## src/sv/src_pkg.sv

```systemverilog
// Shared types, widths and constants of the stream rate controller.
`default_nettype none

package src_pkg;

   localparam int RATE_W  = 32;
   localparam int GAIN_W  = 16;
   localparam int IDX_W   = 3;
   localparam int MUL_A_W = GAIN_W;
   localparam int MUL_B_W = RATE_W + 1;
   localparam int MUL_P_W = MUL_A_W + MUL_B_W;

   // register indexes
   localparam logic [IDX_W-1:0] REG_U_MAX           = 3'd0;
   localparam logic [IDX_W-1:0] REG_U_MIN           = 3'd1;
   localparam logic [IDX_W-1:0] REG_U_STEP          = 3'd2;
   localparam logic [IDX_W-1:0] REG_GAIN_INTEGRAL   = 3'd3;
   localparam logic [IDX_W-1:0] REG_ERROR_THRESHOLD = 3'd4;
   localparam logic [IDX_W-1:0] REG_GAIN_JITTER     = 3'd5;
   localparam logic [IDX_W-1:0] REG_GAIN_DELAY      = 3'd6;

   // reset values
   localparam logic [RATE_W-1:0] U_MAX_RESET     = 32'd65536000;
   localparam logic [RATE_W-1:0] U_MIN_RESET     = 32'd65536;
   localparam logic [RATE_W-1:0] U_STEP_RESET    = 32'd65536;
   localparam logic [RATE_W-1:0] THRESHOLD_RESET = 32'd65536;
   localparam logic [GAIN_W-1:0] GAIN_RESET      = 16'd256;

   typedef struct packed {
      logic [RATE_W-1:0] u_max;
      logic [RATE_W-1:0] u_min;
      logic [RATE_W-1:0] u_step;
      logic [GAIN_W-1:0] gain_integral;
      logic [RATE_W-1:0] error_threshold;
      logic [GAIN_W-1:0] gain_jitter;
      logic [GAIN_W-1:0] gain_delay;
   } cfg_type;

   // stored-rate reload on a u_max write
   typedef struct packed {
      logic              load;
      logic [RATE_W-1:0] value;
   } reload_type;

endpackage

`default_nettype wire

```

## src/sv/src_csr.sv

```systemverilog
// Configuration register file of the stream rate controller.
`default_nettype none

module src_csr
   import src_pkg::*;
(
   input  wire logic              clock,
   input  wire logic              reset,
   input  wire logic              csr_valid,
   input  wire logic [IDX_W-1:0]  csr_index,
   input  wire logic [RATE_W-1:0] csr_data,
   output cfg_type                cfg,
   output reload_type             reload
);

   cfg_type cfg_ff;
   cfg_type cfg_in;
   logic    load_in;

   always_comb begin
      cfg_in  = cfg_ff;
      load_in = 1'b0;
      if (csr_valid) begin
         unique case (csr_index)
            REG_U_MAX: begin
               cfg_in.u_max = csr_data;
               load_in      = 1'b1;
            end
            REG_U_MIN:           cfg_in.u_min           = csr_data;
            REG_U_STEP:          cfg_in.u_step          = csr_data;
            REG_GAIN_INTEGRAL:   cfg_in.gain_integral   = csr_data[GAIN_W-1:0];
            REG_ERROR_THRESHOLD: cfg_in.error_threshold = csr_data;
            REG_GAIN_JITTER:     cfg_in.gain_jitter     = csr_data[GAIN_W-1:0];
            REG_GAIN_DELAY:      cfg_in.gain_delay      = csr_data[GAIN_W-1:0];
            default: ;
         endcase
      end
   end

   always_ff @(posedge clock) begin
      if (reset) begin
         cfg_ff.u_max           <= U_MAX_RESET;
         cfg_ff.u_min           <= U_MIN_RESET;
         cfg_ff.u_step          <= U_STEP_RESET;
         cfg_ff.gain_integral   <= GAIN_RESET;
         cfg_ff.error_threshold <= THRESHOLD_RESET;
         cfg_ff.gain_jitter     <= GAIN_RESET;
         cfg_ff.gain_delay      <= GAIN_RESET;
      end else begin
         cfg_ff <= cfg_in;
      end
   end

   assign cfg          = cfg_ff;
   // takes effect at the same edge as the register write
   assign reload.load  = load_in;
   assign reload.value = csr_data;

endmodule

`default_nettype wire

```

## src/sv/src_mul.sv

```systemverilog
// Shared registered multiplier: 16-bit gain by 33-bit operand.
`default_nettype none

module src_mul
   import src_pkg::*;
(
   input  wire logic               clock,
   input  wire logic [MUL_A_W-1:0] mul_a,
   input  wire logic [MUL_B_W-1:0] mul_b,
   output logic      [MUL_P_W-1:0] product
);

   logic [MUL_P_W-1:0] product_ff;
   logic [MUL_P_W-1:0] product_in;

   assign product_in = MUL_P_W'(mul_a) * MUL_P_W'(mul_b);

   always_ff @(posedge clock) begin
      product_ff <= product_in;
   end

   assign product = product_ff;

endmodule

`default_nettype wire

```

## src/sv/src_core.sv

```systemverilog
// Sequencer and datapath: error, branch choice, rate update and result register.
`default_nettype none

module src_core
   import src_pkg::*;
(
   input  wire logic               clock,
   input  wire logic               reset,
   input  wire cfg_type            cfg,
   input  wire reload_type         reload,
   input  wire logic               req_valid,
   output logic                    req_stall,
   input  wire logic [RATE_W-1:0]  req_jitter_variance,
   input  wire logic [RATE_W-1:0]  req_average_delay,
   output logic                    rsp_valid,
   input  wire logic               rsp_stall,
   output logic      [RATE_W-1:0]  rsp_error_value,
   output logic      [RATE_W-1:0]  rsp_rate_command,
   output logic                    rsp_decreasing,
   output logic      [MUL_A_W-1:0] mul_a,
   output logic      [MUL_B_W-1:0] mul_b,
   input  wire logic [MUL_P_W-1:0] product
);

   localparam logic [2:0] S_IDLE = 3'd0;
   localparam logic [2:0] S_MJ   = 3'd1;  // issue gain_jitter * variance
   localparam logic [2:0] S_MD   = 3'd2;  // issue gain_delay * delay
   localparam logic [2:0] S_CMP  = 3'd3;  // sum, saturate, pick branch
   localparam logic [2:0] S_MI   = 3'd4;  // issue gain_integral * error sum
   localparam logic [2:0] S_DEC  = 3'd5;
   localparam logic [2:0] S_INC  = 3'd6;
   localparam logic [2:0] S_DONE = 3'd7;

   localparam int ACC_W = MUL_P_W;

   logic [2:0]        state_ff, state_in;
   logic [RATE_W-1:0] var_ff, dly_ff;
   logic [ACC_W-1:0]  acc_ff;
   logic [RATE_W-1:0] e_ff, e_in;
   logic              dec_ff;
   logic [RATE_W-1:0] rate_ff, rate_in;
   logic              upd_ff, upd_in;
   logic [RATE_W-1:0] prev_rate_ff, prev_error_ff;
   logic              rsp_valid_ff;
   logic [RATE_W-1:0] rsp_error_ff, rsp_rate_ff;
   logic              rsp_dec_ff;

   logic                req_acc, out_free;
   logic [ACC_W-1:0]    sum_full;
   logic [RATE_W:0]     esum;
   logic [ACC_W-10:0]   amount;
   logic [ACC_W-9:0]    diff_wide;
   logic [RATE_W:0]     inc_sum;

   assign req_stall = (state_ff != S_IDLE);
   assign req_acc   = req_valid && !req_stall;
   assign out_free  = !rsp_valid_ff || !rsp_stall;

   // error: full sum of both products, >>8, saturated to 32 bits
   assign sum_full = acc_ff + product;
   assign e_in     = (|sum_full[ACC_W-1:RATE_W+8]) ? {RATE_W{1'b1}}
                                                   : sum_full[RATE_W+7:8];

   assign esum      = {1'b0, e_ff} + {1'b0, prev_error_ff};
   assign amount    = product[ACC_W-1:9];
   assign diff_wide = {(ACC_W-8-RATE_W)'(0), prev_rate_ff} - {1'b0, amount};
   assign inc_sum   = {1'b0, prev_rate_ff} + {1'b0, cfg.u_step};

   always_comb begin
      unique case (state_ff)
         S_MD: begin
            mul_a = cfg.gain_delay;
            mul_b = {1'b0, dly_ff};
         end
         S_MI: begin
            mul_a = cfg.gain_integral;
            mul_b = esum;
         end
         default: begin
            mul_a = cfg.gain_jitter;
            mul_b = {1'b0, var_ff};
         end
      endcase
   end

   always_comb begin
      rate_in = rate_ff;
      upd_in  = upd_ff;
      if (state_ff == S_DEC) begin
         upd_in = 1'b1;
         // borrow means the amount is larger than the stored rate
         if (diff_wide[ACC_W-9]) begin
            rate_in = cfg.u_min;
         end else if (diff_wide[RATE_W-1:0] < cfg.u_min) begin
            rate_in = cfg.u_min;
         end else begin
            rate_in = diff_wide[RATE_W-1:0];
         end
      end else if (state_ff == S_INC) begin
         if (inc_sum > {1'b0, cfg.u_max}) begin
            rate_in = cfg.u_max;
            upd_in  = 1'b0;
         end else begin
            rate_in = inc_sum[RATE_W-1:0];
            upd_in  = 1'b1;
         end
      end
   end

   always_comb begin
      state_in = state_ff;
      unique case (state_ff)
         S_IDLE: if (req_acc) state_in = S_MJ;
         S_MJ:   state_in = S_MD;
         S_MD:   state_in = S_CMP;
         S_CMP:  state_in = (e_in >= cfg.error_threshold) ? S_MI : S_INC;
         S_MI:   state_in = S_DEC;
         S_DEC:  state_in = S_DONE;
         S_INC:  state_in = S_DONE;
         S_DONE: if (out_free) state_in = S_IDLE;
         default: state_in = S_IDLE;
      endcase
   end

   always_ff @(posedge clock) begin
      if (reset) begin
         state_ff      <= S_IDLE;
         rsp_valid_ff  <= 1'b0;
         prev_rate_ff  <= U_MAX_RESET;
         prev_error_ff <= '0;
      end else begin
         state_ff <= state_in;
         if (state_ff == S_DONE && out_free) begin
            rsp_valid_ff <= 1'b1;
            if (upd_ff) prev_rate_ff  <= rate_ff;
            if (dec_ff) prev_error_ff <= e_ff;
         end else if (!rsp_stall) begin
            rsp_valid_ff <= 1'b0;
         end
         if (reload.load) prev_rate_ff <= reload.value;
      end
   end

   always_ff @(posedge clock) begin
      if (req_acc) begin
         var_ff <= req_jitter_variance;
         dly_ff <= req_average_delay;
      end
      if (state_ff == S_MD) acc_ff <= product;
      if (state_ff == S_CMP) begin
         e_ff   <= e_in;
         dec_ff <= (e_in >= cfg.error_threshold);
      end
      rate_ff <= rate_in;
      upd_ff  <= upd_in;
      if (state_ff == S_DONE && out_free) begin
         rsp_error_ff <= e_ff;
         rsp_rate_ff  <= rate_ff;
         rsp_dec_ff   <= dec_ff;
      end
   end

   assign rsp_valid        = rsp_valid_ff;
   assign rsp_error_value  = rsp_error_ff;
   assign rsp_rate_command = rsp_rate_ff;
   assign rsp_decreasing   = rsp_dec_ff;

endmodule

`default_nettype wire

```

## src/sv/stream_rate_controller.sv

```systemverilog
// Stream rate controller: top level.
// Usage:
//   req_*: one measurement (jitter variance, average delay, unsigned Q16.16)
//     per transaction; taken on a clock edge with req_valid high and
//     req_stall low. req_stall is high while a measurement is in work.
//   rsp_*: one result per measurement (error, rate command, branch flag);
//     taken on a clock edge with rsp_valid high and rsp_stall low.
//   csr_*: register writes, index 0..6, csr_ready is always high; write
//     only while idle. Writing u_max also reloads the stored rate.
// Steps: one shared 16x33 multiplier is used for the two error products
//   and, on the decrease branch, the integral product. The states issue
//   the jitter and the delay product, compare, then issue the integral
//   product and decrease, or increase; the next measurement is taken only
//   once the result of the last has moved into the output register.
// Stall: a finished result waits in the output register; the next
//   measurement is accepted meanwhile and its result is held back until
//   the output register is taken.
// Reset (synchronous): registers return to defaults, stored rate to u_max,
//   stored error to zero, no result pending.
`default_nettype none

module stream_rate_controller
   import src_pkg::*;
(
   input  wire logic              clock,
   input  wire logic              reset,
   input  wire logic              req_valid,
   output logic                   req_stall,
   input  wire logic [RATE_W-1:0] req_jitter_variance,
   input  wire logic [RATE_W-1:0] req_average_delay,
   output logic                   rsp_valid,
   input  wire logic              rsp_stall,
   output logic      [RATE_W-1:0] rsp_error_value,
   output logic      [RATE_W-1:0] rsp_rate_command,
   output logic                   rsp_decreasing,
   input  wire logic              csr_valid,
   output logic                   csr_ready,
   input  wire logic [IDX_W-1:0]  csr_index,
   input  wire logic [RATE_W-1:0] csr_data
);

   cfg_type            cfg;
   reload_type         reload;
   logic [MUL_A_W-1:0] mul_a;
   logic [MUL_B_W-1:0] mul_b;
   logic [MUL_P_W-1:0] product;

   assign csr_ready = 1'b1;

   src_csr u_csr (
      .clock     (clock),
      .reset     (reset),
      .csr_valid (csr_valid),
      .csr_index (csr_index),
      .csr_data  (csr_data),
      .cfg       (cfg),
      .reload    (reload)
   );

   src_mul u_mul (
      .clock   (clock),
      .mul_a   (mul_a),
      .mul_b   (mul_b),
      .product (product)
   );

   src_core u_core (
      .clock               (clock),
      .reset               (reset),
      .cfg                 (cfg),
      .reload              (reload),
      .req_valid           (req_valid),
      .req_stall           (req_stall),
      .req_jitter_variance (req_jitter_variance),
      .req_average_delay   (req_average_delay),
      .rsp_valid           (rsp_valid),
      .rsp_stall           (rsp_stall),
      .rsp_error_value     (rsp_error_value),
      .rsp_rate_command    (rsp_rate_command),
      .rsp_decreasing      (rsp_decreasing),
      .mul_a               (mul_a),
      .mul_b               (mul_b),
      .product             (product)
   );

endmodule

`default_nettype wire

```

## config.mk

```make
export PLATFORM = sky130hd
export DESIGN_NAME = stream_rate_controller
export DESIGN_NICKNAME = d
export VERILOG_FILES = /design/src/sv/src_pkg.sv /design/src/sv/src_csr.sv /design/src/sv/src_mul.sv /design/src/sv/src_core.sv /design/src/sv/stream_rate_controller.sv
export SDC_FILE = /design/constraint.sdc
export NUM_CORES = 2
export LEC_CHECK = 0
export BUFFER_PORTS_ARGS = -buffer_cell sky130_fd_sc_hd__buf_2
export CORE_ASPECT_RATIO = 0.75
export CORE_MARGIN = 2
export CORE_UTILIZATION = 60
export CTS_CLUSTER_SIZE = 25
export DETAILED_ROUTE_END_ITERATION = 12
export PLACE_DENSITY = 0.88
export SYNTH_ARGS = -nofsm -noshare
export SYNTH_HDL_FRONTEND = slang
export SYNTH_SLANG_ARGS = --single-unit
```

## constraint.sdc

```tcl
create_clock -name clock -period 26 [get_ports clock]
set_input_delay 3.9 -clock clock [delete_from_list [all_inputs] [get_ports clock]]
set_output_delay 3.9 -clock clock [all_outputs]
set_load 0.02 [all_outputs]
```

## Yosys cells after proc, flatten, opt, wreduce, memory -nomap -nowiden

Cells that the tools add are included.

| word-level totals | value |
|---|---|
| flip-flop bits (word level) | 537 |
| output and inout bits | 68 |
| word-level logic and storage cells | 90 |

| cells by class | value |
|---|---|
| add/sub/neg operators | 4 |
| multiply operators | 1 |
| order comparisons | 3 |
| equality and inequality tests | 16 |
| muxes and demuxes | 20 |
| reductions and logical operators | 24 |

Operators with widths:

| kind | number |
|---|---|
| $mux 32 | 9 |
| $add 32x32->33 | 2 |
| $pmux 33 s2 | 1 |
| $add 49x49->49 | 1 |
| $mul 16x33->49 | 1 |
| $sub 32x40->41 | 1 |
| $gt 33x32->1 | 1 |
| $ge 32x32->1 | 1 |
| $lt 32x32->1 | 1 |
| $pmux 16 s2 | 1 |
| $eq 3x3->1 const B | 7 |
| $pmux 3 s7 | 1 |
| $reduce_and 2->1 | 10 |
| $eq 3x2->1 const B | 4 |
| $reduce_or 9->1 | 1 |
| $eq 3x1->1 const B | 2 |
| $logic_not 3->1 | 2 |
| $mux 3 | 2 |
| $ne 2x1->1 const B | 3 |
| $reduce_bool 2->1 | 3 |
| $mux 1 | 5 |
| $logic_not 1->1 | 3 |
| $reduce_bool 3->1 | 1 |
| $logic_and 1x1->1 | 2 |
| 3 further kinds | 3 |

## Longest topological paths before layout

| logic depth | value |
|---|---|
| depth in word-level cells | 6 |
| gate-level depth with buffers | 37 |
| depth with buffers taken out | 35 |

## Hierarchy

From an unflattened synthesis, not the netlist that was laid out.

| second synthesis, totals | value |
|---|---|
| cell total of the unflattened synthesis | 4903 |
| area total of the unflattened synthesis | 46598.4 sq um |

By module, submodules not included:

| module | times used | cells an instance | area each (sq um) | seq. area each (sq um) |
|---|---|---|---|---|
| src_core | 1 | 2311 | 21941.0 | 8678.3 |
| src_mul | 1 | 1935 | 17458.0 | 980.9 |
| src_csr | 1 | 655 | 7188.1 | 3523.4 |
| stream_rate_controller | 1 | 2 | 11.3 | 0.0 |

## Worst setup path after synthesis

OpenSTA, ideal clock, no wires.

| path | value |
|---|---|
| path type | register -> register |
| start | register u_core.state_ff[0] |
| end | register u_mul.product_ff[47] (netlist: u_mul.product[47]) |
| library setup time | 86 ps |
| data arrival time | 8604 ps |
| required time | 25914 ps |
| setup slack | 17311 ps |
| stages on the path, launching flop included | 28 |
| path buffers | 3 |
| clock period less this slack | 8689 ps |
| cell sequence | dfxtp_1 -> clkbuf_1 -> nor3b_1 -> clkbuf_1 -> clkbuf_1 -> a221oi_1 -> nor2_1 -> fa_1 -> inv_1 -> fa_1 -> fa_1 -> inv_1 -> fa_1 -> inv_1 -> fa_1 -> fa_1 -> inv_1 -> ha_1 -> nand4_1 -> nor4_1 -> nand3_1 -> nand4_1 -> o211ai_1 -> o22ai_1 -> o21ai_0 -> a21oi_1 -> a211oi_1 -> a211oi_1 |

| between the ends | value |
|---|---|
| longest elaborated chain between the ends | 3 |
| elaborated cells on any way between the ends | 5 |
| classes of those cells | 1 x mul; 2 x eq/ne; 2 x mux |

RTL lines:

| what | line | text |
|---|---|---|
| from (decl) | src_core.sv:36 | `logic [2:0] state_ff, state_in;` |
| from (signal assigned) | src_core.sv:132 | `state_ff <= state_in;` |
| $eq 3x3->1 / $eq 3x2->1 (equally long branches) | src_core.sv:70 | `unique case (state_ff)` |
| $pmux 16 s2 / $pmux 33 s2 (equally long branches) | src_core.sv:70 |  |
| $mul 16x33->49 * | src_mul.sv:16 | `assign product_in = MUL_P_W'(mul_a) * MUL_P_W'(mul_b);` |
| via u_mul.product_in[47] | src_mul.sv:14 | `logic [MUL_P_W-1:0] product_in;` |
| to (signal assigned) | src_mul.sv:19 | `product_ff <= product_in;` |
| to (decl) | src_mul.sv:13 | `logic [MUL_P_W-1:0] product_ff;` |

The timed path passes the listed nets; every way through them passes the cells marked *.
A chain may end at the register's enable or synchronous reset.

## Final worst setup path

| path | value |
|---|---|
| start | register u_core.state_ff[2] |
| end | register u_mul.product_ff[42] (netlist: u_mul.product[42]) |

The elaborated chain is that of the path after synthesis.

==> flow_metrics.py <==
metrics = {
    "run_status": {
        "outcome": "finished clean",
    },
    "logic_synthesis": {
        "yosys_warnings": 0,
        "syn-cell-area_um2": 45700,
        "syn_nets": 5983,
        "synth-edff-count": 243,
        "syn_area_per_cell_um2": 8.98,
        "async_flop_share": 0,
        "yosys.area.top_type": "fa_1",
        "ys_ff_latch": 537,
        "ys_seq_area_frac": 0.289,
        "synth_top_cell_area_share": 0.191,
        "synth_cell_types": 88,
        "syn_inst": 5085,
        "synth_ff_type": "dfxtp_1",
        "yosys-top-cells-area": "fa_1 19%, edfxtp_1 16%, dfxtp_1 13%, ha_1 9.8%, nand2_1 7.9%",
    },
    "route": {
        "wl_um": 140000,
        "drt_iter0_drc": 4862,
        "dr.pass1.iters": 6,
        "wire_per_inst_um": 22.5,
        "via_per_inst": 6.28,
        "drc": 0,
        "antenna_left": 0,
        "vias": 38954,
    },
    "clock_network": {
        "tritoncts": "yes",
        "hold_buffers": 0,
        "clock-root-buffer": "clkbuf_16",
        "post_cts_buffers": 0,
        "clk_latency_ns": 0.64,
        "cts_resized": 0,
        "h-tree-depth": 2,
        "path_clk_slew_ns": 0.07,
        "numCtsBuffers": 53,
        "cts_sinks": 537,
        "max-clock-path-buffers": 3,
    },
    "worst_hold_path": {
        "min_path_cells": 0,
        "hold_path_class": "reg -> reg",
    },
    "global_routing": {
        "grt_start_max_net_pins": 94,
        "grt_pass1_vias": 37592,
        "track_usage": 0.353,
        "grt_pass1_wl_um": 215000,
        "antenna_found_initial": 8,
        "grt_overflow": 0,
    },
    "final_layout": {
        "finalNetCount": 6032,
        "fin_area_um2": 49300,
        "drive_above_1_share": 0.0799,
        "utilization": 0.655,
        "mostFrequentLayoutCells": "958 x nand2_1, 592 x inv_1, 435 x fa_1",
        "syn_to_final_growth_pct": 7.88,
        "final_common_cell": "nand2_1",
    },
    "timing": {
        "timing_hold_violations_final": 0,
        "min_period_over_period": 0.403,
        "rsz0062_at_grt": "false",
        "layout_min_cycle_time_ns": 10.48,
        "fmax_mhz": 95.5,
        "tns_ns": 0,
        "max_slew.worst_pin.slew_ns": 1.36,
        "fin_worst_skew_ns": 0.0206,
        "finalMaxSlewViolations": 0,
        "setup-violations-final": 0,
        "relSlewSlack": 0.0912,
    },
    "power_and_ir_drop": {
        "power_mw": 3.27,
        "p_sw_mw": 1.31,
        "seqPwrFrac": 0.306,
        "power_density_nw_per_um2": 66.4,
        "irDropWorstVdd_mv": 0.0547,
        "leakage_nw": 21.4,
        "combinationalPowerShare": 0.428,
        "p_int_mw": 1.96,
        "clock_power_share": 0.265,
        "netSwitchingFraction": 0.402,
    },
    "critical_path": {
        "required_ns": 26.55,
        "crit_top_cell": "fa_1",
        "cp_slowest_stage_delay_ns": 1.05,
        "cp.arrival_ns": 11.02,
        "path_class": "reg -> reg",
        "startpoint_type": "flip-flop",
        "end_kind": "flip-flop",
        "r2r_cells": 29,
        "worstPathMaxFanout": 68,
        "cpMaxStageDelayCell": "a221oi_1",
    },
    "place": {
        "dp_hpwl_um": 105000,
        "portBuffers": 170,
        "routabilityCongestion": 1.03,
        "placed_area_um2": 47300,
    },
    "job": {
        "drv_cap": 0,
    },
    "floorplan": {
        "die_area_um2": 78300,
        "start_util": 0.607,
        "core-area_um2": 75200,
        "die_height_um": 243,
        "die_w_um": 323,
        "io_pins": 172,
        "row_count": 87,
    },
}
==> final cells by class <==
type,instances,area [um^2]
tap,1023,1280
fill,5868,26000
timing repair buffer,237,1360
clock inverter,38,533
sequential,537,13200
inverter,592,2220
antenna,3,7.51
clock buffer,62,1410
multi-input combinational,3713,29300
==> power by group through the flow <==
stage          Combinational (mW)  Clock (mW)  Sequential [mW]
2_1_floorplan                1.00           0            0.993
3_3_place_gp                 1.31           0             1.02
3_5_place_dp                 1.34           0             1.02
4_1_cts                      1.35       0.867             1.00
5_1_grt                      1.52       0.902             1.01
6_report                     1.40       0.868             1.00
==> worst max-delay path: cells and delay by family (launching register included) <==
kind                     cells  cell delay [ns]
XOR/XNOR                     1             0.21
adder cells (fa/ha/maj)      7             3.34
AO/OA/AOI/OAI                8             3.17
AND/OR/NAND/NOR              6             1.24
flip-flops                   1             0.93
buffers and inverters        7             1.43
==> sequential cells by signal, summed over array words and instances (netlist names) <==
name                     count
u_core.acc_ff               49
u_core.dly_ff               32
u_core.rsp_error_value      32
u_core.e_ff                 32
u_core.prev_rate_ff         32
u_core.var_ff               32
u_core.rsp_valid             1
u_mul.product               49
u_core.rsp_rate_command     32
u_core.prev_error_ff        32
u_core.rate_ff              32
u_core.upd_ff                1
u_csr.cfg                  176
u_core.rsp_decreasing        1
u_core.dec_ff                1
u_core.state_ff              3
==> logic make-up after synthesis <==
family          after synthesis  share of synthesized area
compound gates             1057                      0.149
xor+xnor                    154                     0.0295
fa+ha+maj                   794                      0.289
buf+inv                     835                     0.0742
flops                       537                      0.289
mux                          70                     0.0159
other cells                   1                  0.0000821
simple gates               1637                      0.154
==> synthesized netlist by cell type, types with 26 or more instances <==
cell type	n
a211oi_1	34
mux2i_1	51
o21bai_1	48
a221o_1	32
o21ai_0	120
nor2b_1	26
a21o_1	97
and3_1	41
ha_1	359
edfxtp_1	243
nand3_1	56
o21a_1	37
nor2_1	328
a31oi_1	27
inv_1	592
nand4_1	36
a21oi_1	431
nand2_1	962
and2_1	63
clkbuf_1	186
dfxtp_1	294
a311oi_1	39
a221oi_1	35
xnor2_1	109
xor2_1	45
fa_1	435
nor3_1	26
==> metrics by stage <==
step	hold WS, ns	instances	setup slack [ns]
floorplan	0.409	5085	17.31
global placement	0.419	6101	16.38
detailed placement	0.419	6101	16.11
CTS	0.429	6201	16.04
global route	0.449	6204	15.36
finish	0.434	6205	15.52
==> layer usage <==
layer / vias to the layer above / GRT usage / wire length [um]
li1: 17162 / - / -
met1: 18697 / 0.500 / 54800
met5: - / 0 / 0
met3: 533 / 0.109 / 20100
met2: 2562 / 0.498 / 57200
met4: 0 / 0.155 / 7460
==> worst paths after layout <==
path / start / end / slack, ns
worst min-delay path: u_mul.product[0] / u_core.acc_ff[0] / 0.43
worst max-delay path: u_core.state_ff[2] / u_mul.product[42] / 15.52
worst min register to register: u_mul.product[0] / u_core.acc_ff[0] / 0.43
worst max register to register: u_core.state_ff[2] / u_mul.product[42] / 15.52
No activity file was read; power rests on OpenSTA's default activity.
